==> config.mk <==
export PLATFORM = sky130hd
export DESIGN_NAME = signed_divide_remainder_unit_flat
export DESIGN_NICKNAME = d
export VERILOG_FILES = /design/src/rtl/sdru_pkg.sv /design/src/rtl/sdru_in_if.sv /design/src/rtl/sdru_out_if.sv /design/src/rtl/signed_divide_remainder_unit.sv /design/src/rtl/sdru_cell.sv /design/src/rtl/sdru_fix.sv /design/src/flat_wrapper.sv
export VERILOG_INCLUDE_DIRS = /design/src /design/src/rtl
export SDC_FILE = /design/constraint.sdc
export NUM_CORES = 1
export LEC_CHECK = 0
export BUFFER_PORTS_ARGS = -buffer_cell sky130_fd_sc_hd__buf_2
export CAP_MARGIN = 20
export CORE_MARGIN = 2
export CORE_UTILIZATION = 45
export CTS_CLUSTER_SIZE = 24
export DETAILED_ROUTE_END_ITERATION = 8
export REMOVE_ABC_BUFFERS = 1
export SKIP_LAST_GASP = 1
export SLEW_MARGIN = 20
export SYNTH_ARGS = -nofsm -noshare
export SYNTH_HDL_FRONTEND = slang
export SYNTH_HIERARCHICAL = 1
export SYNTH_SLANG_ARGS = --single-unit
==> constraint.sdc <==
create_clock -name clk_i -period 35.5 [get_ports clk_i]
set_clock_uncertainty 0.2 [all_clocks]
set_input_delay 1.775 -clock clk_i [delete_from_list [all_inputs] [get_ports clk_i]]
set_output_delay 1.775 -clock clk_i [all_outputs]
set_load 0.05 [all_outputs]
==> src/rtl/signed_divide_remainder_unit_defines.svh <==
// Shared assertion macros
`ifndef SIGNED_DIVIDE_REMAINDER_UNIT_DEFINES_SVH
`define SIGNED_DIVIDE_REMAINDER_UNIT_DEFINES_SVH

// same-cycle implication, clocked on clk_i, off during reset
`define SDRU_ASSERT_NOW(lbl, ante, cons, msg) \
  lbl: assert property (@(posedge clk_i) disable iff (!rst_ni) (ante) |-> (cons)) \
    else $error(msg);

// next-cycle implication
`define SDRU_ASSERT_NEXT(lbl, ante, cons, msg) \
  lbl: assert property (@(posedge clk_i) disable iff (!rst_ni) (ante) |=> (cons)) \
    else $error(msg);

`endif

==> src/rtl/sdru_pkg.sv <==
package sdru_pkg;

  localparam int unsigned DataWidthDef = 16;
  localparam int unsigned ByteWidth    = 8;

  typedef struct packed {
    logic valid;
    logic neg_q;
    logic neg_r;
    logic byte_mode;
  } sdru_ctrl_t;

endpackage

==> src/rtl/sdru_in_if.sv <==
interface sdru_in_if import sdru_pkg::*; #(
  parameter int unsigned DATA_WIDTH = DataWidthDef
);
  logic                         valid;
  logic                         ready;
  logic signed [DATA_WIDTH-1:0] dividend;
  logic signed [DATA_WIDTH-1:0] divisor;
  logic                         byte_mode;

  modport source (output valid, dividend, divisor, byte_mode, input ready);
  modport sink   (input valid, dividend, divisor, byte_mode, output ready);
endinterface

==> src/rtl/sdru_out_if.sv <==
interface sdru_out_if import sdru_pkg::*; #(
  parameter int unsigned DATA_WIDTH = DataWidthDef
);
  logic                         valid;
  logic                         ready;
  logic signed [DATA_WIDTH-1:0] quotient;
  logic signed [DATA_WIDTH-1:0] remainder;

  modport source (output valid, quotient, remainder, input ready);
  modport sink   (input valid, quotient, remainder, output ready);
endinterface

==> src/rtl/signed_divide_remainder_unit.sv <==
// Stages from transaction accept to result valid: operand register,
// one cell per quotient bit, output register.
// Throughput: one transaction per cycle; the whole chain advances together
// and holds while a result waits at the output.
// Reset clears the valid bits of every stage; data registers are not reset.
`include "signed_divide_remainder_unit_defines.svh"

module signed_divide_remainder_unit import sdru_pkg::*; #(
  parameter int unsigned DATA_WIDTH = DataWidthDef
) (
  input  logic       clk_i,
  input  logic       rst_ni,
  sdru_in_if.sink    in_if,
  sdru_out_if.source out_if
);

  logic                  adv;
  logic [DATA_WIDTH-1:0] a_ext, b_ext, ma_d, mb_d;

  sdru_ctrl_t            ctrl_s [DATA_WIDTH+1];
  logic [DATA_WIDTH:0]   rem_s  [DATA_WIDTH+1];
  logic [DATA_WIDTH-1:0] quo_s  [DATA_WIDTH+1];
  logic [DATA_WIDTH-1:0] num_s  [DATA_WIDTH+1];
  logic [DATA_WIDTH-1:0] den_s  [DATA_WIDTH+1];

  sdru_ctrl_t            ctrl_d;

  assign adv         = !out_if.valid || out_if.ready;
  assign in_if.ready = adv;

  always_comb begin
    if (in_if.byte_mode) begin
      a_ext = DATA_WIDTH'($signed(in_if.dividend[ByteWidth-1:0]));
      b_ext = DATA_WIDTH'($signed(in_if.divisor[ByteWidth-1:0]));
    end else begin
      a_ext = in_if.dividend;
      b_ext = in_if.divisor;
    end
    ma_d             = a_ext[DATA_WIDTH-1] ? (~a_ext + 1'b1) : a_ext;
    mb_d             = b_ext[DATA_WIDTH-1] ? (~b_ext + 1'b1) : b_ext;
    ctrl_d.valid     = in_if.valid;
    ctrl_d.neg_q     = a_ext[DATA_WIDTH-1] ^ b_ext[DATA_WIDTH-1];
    ctrl_d.neg_r     = a_ext[DATA_WIDTH-1];
    ctrl_d.byte_mode = in_if.byte_mode;
  end

  // operand stage
  sdru_ctrl_t            ctrl_q;
  logic [DATA_WIDTH-1:0] ma_q, mb_q;

  always_ff @(posedge clk_i or negedge rst_ni) begin
    if (!rst_ni) begin
      ctrl_q <= '0;
    end else if (adv) begin
      ctrl_q <= ctrl_d;
    end
  end

  always_ff @(posedge clk_i) begin
    if (adv) begin
      ma_q <= ma_d;
      mb_q <= mb_d;
    end
  end

  assign ctrl_s[0] = ctrl_q;
  assign rem_s[0]  = '0;
  assign quo_s[0]  = '0;
  assign num_s[0]  = ma_q;
  assign den_s[0]  = mb_q;

  for (genvar i = 0; i < DATA_WIDTH; i++) begin : g_cell
    sdru_cell #(.DATA_WIDTH(DATA_WIDTH)) u_cell (
      .clk_i  (clk_i),
      .rst_ni (rst_ni),
      .en_i   (adv),
      .ctrl_i (ctrl_s[i]),
      .rem_i  (rem_s[i]),
      .quo_i  (quo_s[i]),
      .num_i  (num_s[i]),
      .den_i  (den_s[i]),
      .ctrl_o (ctrl_s[i+1]),
      .rem_o  (rem_s[i+1]),
      .quo_o  (quo_s[i+1]),
      .num_o  (num_s[i+1]),
      .den_o  (den_s[i+1])
    );
  end

  sdru_fix #(.DATA_WIDTH(DATA_WIDTH)) u_fix (
    .clk_i       (clk_i),
    .rst_ni      (rst_ni),
    .en_i        (adv),
    .ctrl_i      (ctrl_s[DATA_WIDTH]),
    .rem_i       (rem_s[DATA_WIDTH]),
    .quo_i       (quo_s[DATA_WIDTH]),
    .valid_o     (out_if.valid),
    .quotient_o  (out_if.quotient),
    .remainder_o (out_if.remainder)
  );

  `SDRU_ASSERT_NOW(a_rem_below_div,
                   ctrl_s[DATA_WIDTH].valid && (den_s[DATA_WIDTH] != '0),
                   rem_s[DATA_WIDTH] < {1'b0, den_s[DATA_WIDTH]},
                   "final remainder not below divisor")
  `SDRU_ASSERT_NOW(a_mag_bound,
                   ctrl_q.valid && mb_q[DATA_WIDTH-1],
                   mb_q[DATA_WIDTH-2:0] == '0,
                   "divisor magnitude out of range")
  `SDRU_ASSERT_NEXT(a_chain_hold,
                    !adv,
                    $stable(ctrl_s[DATA_WIDTH]) && $stable(quo_s[DATA_WIDTH]),
                    "chain moved during stall")

endmodule

==> src/rtl/sdru_cell.sv <==
module sdru_cell import sdru_pkg::*; #(
  parameter int unsigned DATA_WIDTH = DataWidthDef
) (
  input  logic                  clk_i,
  input  logic                  rst_ni,
  input  logic                  en_i,
  input  sdru_ctrl_t            ctrl_i,
  input  logic [DATA_WIDTH:0]   rem_i,
  input  logic [DATA_WIDTH-1:0] quo_i,
  input  logic [DATA_WIDTH-1:0] num_i,
  input  logic [DATA_WIDTH-1:0] den_i,
  output sdru_ctrl_t            ctrl_o,
  output logic [DATA_WIDTH:0]   rem_o,
  output logic [DATA_WIDTH-1:0] quo_o,
  output logic [DATA_WIDTH-1:0] num_o,
  output logic [DATA_WIDTH-1:0] den_o
);

  sdru_ctrl_t            ctrl_q;
  logic [DATA_WIDTH:0]   rem_q, rem_d, shifted;
  logic [DATA_WIDTH-1:0] quo_q, quo_d, num_q, den_q;
  logic                  fits;

  // one restoring step: shift in next dividend bit, trial subtract
  always_comb begin
    shifted = {rem_i[DATA_WIDTH-1:0], num_i[DATA_WIDTH-1]};
    fits    = shifted >= {1'b0, den_i};
    rem_d   = fits ? (shifted - {1'b0, den_i}) : shifted;
    quo_d   = {quo_i[DATA_WIDTH-2:0], fits};
  end

  always_ff @(posedge clk_i or negedge rst_ni) begin
    if (!rst_ni) begin
      ctrl_q <= '0;
    end else if (en_i) begin
      ctrl_q <= ctrl_i;
    end
  end

  always_ff @(posedge clk_i) begin
    if (en_i) begin
      rem_q <= rem_d;
      quo_q <= quo_d;
      num_q <= {num_i[DATA_WIDTH-2:0], 1'b0};
      den_q <= den_i;
    end
  end

  assign ctrl_o = ctrl_q;
  assign rem_o  = rem_q;
  assign quo_o  = quo_q;
  assign num_o  = num_q;
  assign den_o  = den_q;

endmodule

==> src/rtl/sdru_fix.sv <==
module sdru_fix import sdru_pkg::*; #(
  parameter int unsigned DATA_WIDTH = DataWidthDef
) (
  input  logic                         clk_i,
  input  logic                         rst_ni,
  input  logic                         en_i,
  input  sdru_ctrl_t                   ctrl_i,
  input  logic [DATA_WIDTH:0]          rem_i,
  input  logic [DATA_WIDTH-1:0]        quo_i,
  output logic                         valid_o,
  output logic signed [DATA_WIDTH-1:0] quotient_o,
  output logic signed [DATA_WIDTH-1:0] remainder_o
);

  logic                         valid_q;
  logic [DATA_WIDTH-1:0]        quo_s, rem_s;
  logic signed [DATA_WIDTH-1:0] quotient_d, remainder_d, quotient_q, remainder_q;

  // apply signs, then wrap and sign-extend from the active width
  always_comb begin
    quo_s = ctrl_i.neg_q ? (~quo_i + 1'b1) : quo_i;
    rem_s = ctrl_i.neg_r ? (~rem_i[DATA_WIDTH-1:0] + 1'b1) : rem_i[DATA_WIDTH-1:0];
    if (ctrl_i.byte_mode) begin
      quotient_d  = DATA_WIDTH'($signed(quo_s[ByteWidth-1:0]));
      remainder_d = DATA_WIDTH'($signed(rem_s[ByteWidth-1:0]));
    end else begin
      quotient_d  = quo_s;
      remainder_d = rem_s;
    end
  end

  always_ff @(posedge clk_i or negedge rst_ni) begin
    if (!rst_ni) begin
      valid_q <= 1'b0;
    end else if (en_i) begin
      valid_q <= ctrl_i.valid;
    end
  end

  always_ff @(posedge clk_i) begin
    if (en_i) begin
      quotient_q  <= quotient_d;
      remainder_q <= remainder_d;
    end
  end

  assign valid_o     = valid_q;
  assign quotient_o  = quotient_q;
  assign remainder_o = remainder_q;

endmodule
==> src/flat_wrapper.sv <==
// flat-port wrapper written by rule: the top's interface ports become plain ports
module signed_divide_remainder_unit_flat import sdru_pkg::*;
#(
  parameter int unsigned DATA_WIDTH = DataWidthDef
)
  (clk_i, rst_ni, in_if_valid, in_if_dividend, in_if_divisor, in_if_byte_mode, in_if_ready, out_if_valid, out_if_quotient, out_if_remainder, out_if_ready);
  sdru_in_if #(.DATA_WIDTH(DATA_WIDTH)) in_if_i ();
  sdru_out_if #(.DATA_WIDTH(DATA_WIDTH)) out_if_i ();
  input  logic clk_i;
  input  logic rst_ni;
  input wire logic [$bits(in_if_i.valid)-1:0] in_if_valid;
  input wire logic [$bits(in_if_i.dividend)-1:0] in_if_dividend;
  input wire logic [$bits(in_if_i.divisor)-1:0] in_if_divisor;
  input wire logic [$bits(in_if_i.byte_mode)-1:0] in_if_byte_mode;
  output wire logic [$bits(in_if_i.ready)-1:0] in_if_ready;
  output wire logic [$bits(out_if_i.valid)-1:0] out_if_valid;
  output wire logic [$bits(out_if_i.quotient)-1:0] out_if_quotient;
  output wire logic [$bits(out_if_i.remainder)-1:0] out_if_remainder;
  input wire logic [$bits(out_if_i.ready)-1:0] out_if_ready;
  assign in_if_i.valid = in_if_valid;
  assign in_if_i.dividend = in_if_dividend;
  assign in_if_i.divisor = in_if_divisor;
  assign in_if_i.byte_mode = in_if_byte_mode;
  assign in_if_ready = in_if_i.ready;
  assign out_if_valid = out_if_i.valid;
  assign out_if_quotient = out_if_i.quotient;
  assign out_if_remainder = out_if_i.remainder;
  assign out_if_i.ready = out_if_ready;
  signed_divide_remainder_unit #(.DATA_WIDTH(DATA_WIDTH)) u_core (.clk_i(clk_i), .rst_ni(rst_ni), .in_if(in_if_i), .out_if(out_if_i));
endmodule
==> run summary <==
status: completed
Mapped Cells: 3695
Critical Path Fanout Max: 116
Clock Path Buffers: 3
Row Count: 118
WL final: 89900 um
Worst EP required: 35.57 ns
CTS tree: yes
Top Ports: 71
Synth warnings: 6
IO buf count: 70
R2R Path Start: u_core/u_fix/valid_o$_DFFE_PN0P_
initial drt markers: 1874
RSZ-0062 raised after global routing: no
reg2reg end: u_core/g_cell[11].u_cell/rem_o[1]$_DFFE_PP_
Vias/cell: 5.34
Worst Path Arrival: 4.65 ns
Post-DP HPWL: 65800 um
Hold Path Class: register to register
first-pass GRT wire length: 145000 um
most frequent CP cell: buf_4
root buf cell: clkbuf_16
setup violators final: 0
Levels on crit path: 6
routed len/inst: 17.1 um
area delta synth->final: 9.60%
Clock Pin Slew Worst Setup and Hold Paths: 0.06 ns
Post-route DRC: 0
setup bufs post-CTS: 0
Critical Path Start: out_if_ready
R2R cell count: 5
DR vias: 28051
Slew Limit Fails: 0
Final TNS setup: 0 ns
htree depth: 3
initial antenna violation count: 2
largest net degree at the start of global routing: 203
Antenna Nets Post-Route: 0
DIE AREA: 107000 sq um
Tcrit/Tclk final: 12.9%
iteration count of the initial detailed-routing pass: 5
CP top delay family: buffers and inverters
layout cells sized above 1: 14.6%
post_cts resized: 0
Final min period: 4.58 ns
Overflow after GRT: 0
number of global-route vias before repair: 27159
placeable core area: 103000 sq um
end of the critical path: u_core/g_cell[11].u_cell/rem_o[1]$_DFFE_PP_
syn avg cell area: 12.7 sq um
GRT Overall Usage: 16.8%
Clock Latency Late Sink: 0.66 ns
cts hold-fix bufs: 0
transition time at the pin with the least slew margin: 1.12 ns
Final Net Count: 4113
number of max-cap violations: 0
Initial Utilization: 45.4%
Fmax: 218 MHz
CP peak stage delay: 0.81 ns
Final GP Congestion: 0.872
Die X-Extent: 327 um
Final Hold Viols: 0
max_slew headroom: 25.6%
CTS Buf Count: 93
Crit-path slowest cell: buf_4
WP buf/inv: 5
Setup CP Type: primary input to register
Sink Count: 885
FILL cells: 9035
Die Y: 327 um
Post-Syn Area: 47000 sq um
R2R Setup Slk: 31.75 ns
Cell Chain, Critical Path: buf_2, nand2b_4, buf_4, buf_12, buf_16, buf_4
Worst setup SP type: primary input
Worst Setup End Kind: register
==> area by class of cell <==
cell class | count | area, sq um | area share [%]
flip-flops and latches | 885 | 26200 | 50.9
clock inverters | 50 | 417 | 0.809
inverters | 342 | 1310 | 2.54
multi-input cells | 2395 | 18900 | 36.6
well taps | 1380 | 1730 | 3.35
diodes | 1 | 2.50 | 0.00486
repair buffers | 83 | 510 | 0.991
clock buffers | 120 | 2470 | 4.79
==> layout by cell type, fill, tap and decap left out, drive strengths merged, types with 87 or more instances in the layout <==
cell      n
edfxtp  816
xor2     87
clkbuf  120
a21oi   211
nor2    198
mux2    252
ha      260
o21ai   170
inv     345
nand2   120
xnor2   125
==> worst min path at each step <==
stage                                                      startpoint                                            to  slack, ns  depth (start not counted)
after floorplan                              u_core/ma_q[9]$_DFFE_PP_   u_core/g_cell[0].u_cell/num_o[10]$_DFFE_PP_       0.20                          0
after global placement    u_core/g_cell[13].u_cell/quo_o[9]$_DFFE_PP_  u_core/g_cell[14].u_cell/quo_o[10]$_DFFE_PP_       0.20                          0
after detailed placement                     u_core/ma_q[4]$_DFFE_PP_    u_core/g_cell[0].u_cell/num_o[5]$_DFFE_PP_       0.20                          0
after CTS                  u_core/g_cell[4].u_cell/quo_o[4]$_DFFE_PP_    u_core/g_cell[5].u_cell/quo_o[5]$_DFFE_PP_       0.21                          0
after global routing       u_core/g_cell[4].u_cell/quo_o[4]$_DFFE_PP_    u_core/g_cell[5].u_cell/quo_o[5]$_DFFE_PP_       0.21                          0
final                      u_core/g_cell[4].u_cell/quo_o[4]$_DFFE_PP_    u_core/g_cell[5].u_cell/quo_o[5]$_DFFE_PP_       0.21                          0
==> registers in the layout, summed over array words and instances (netlist names) <==
register,cells
u_core/ma_q,16
u_core/g_cell.u_cell/rem_o,256
u_core/u_fix/valid_o,1
u_core/g_cell.u_cell/num_o,120
u_core/g_cell.u_cell/quo_o,136
u_core/ctrl_q,4
u_core/g_cell.u_cell/den_o,240
u_core/u_fix/remainder_o,16
u_core/g_cell.u_cell/ctrl_o,64
u_core/mb_q,16
u_core/u_fix/quotient_o,16
==> metal layers <==
layer  track usage (%)  part of all wire [%]
met5                 0                     0
met3              2.52                   3.7
met1              21.7                    44
met4              5.19                   2.8
met2              29.0                    50
==> per-stage QoR <==
step                      cells  hold slack (ns)  util [%]  setup WS, ns  area, sq um
final                      5256            0.207      49.8         30.92        51500
after detailed placement   5082            0.205      46.9         30.27        48600
after CTS                  5252            0.205      49.7         30.97        51500
after global routing       5255            0.207      49.8         30.63        51500
after global placement     5081            0.200      46.9         30.31        48600
after floorplan            3622            0.200         -          9.21        46400
Power is left out: the tool's default activity adds up to more than one toggle a clock period on the data nets, which glitch-free logic cannot reach.
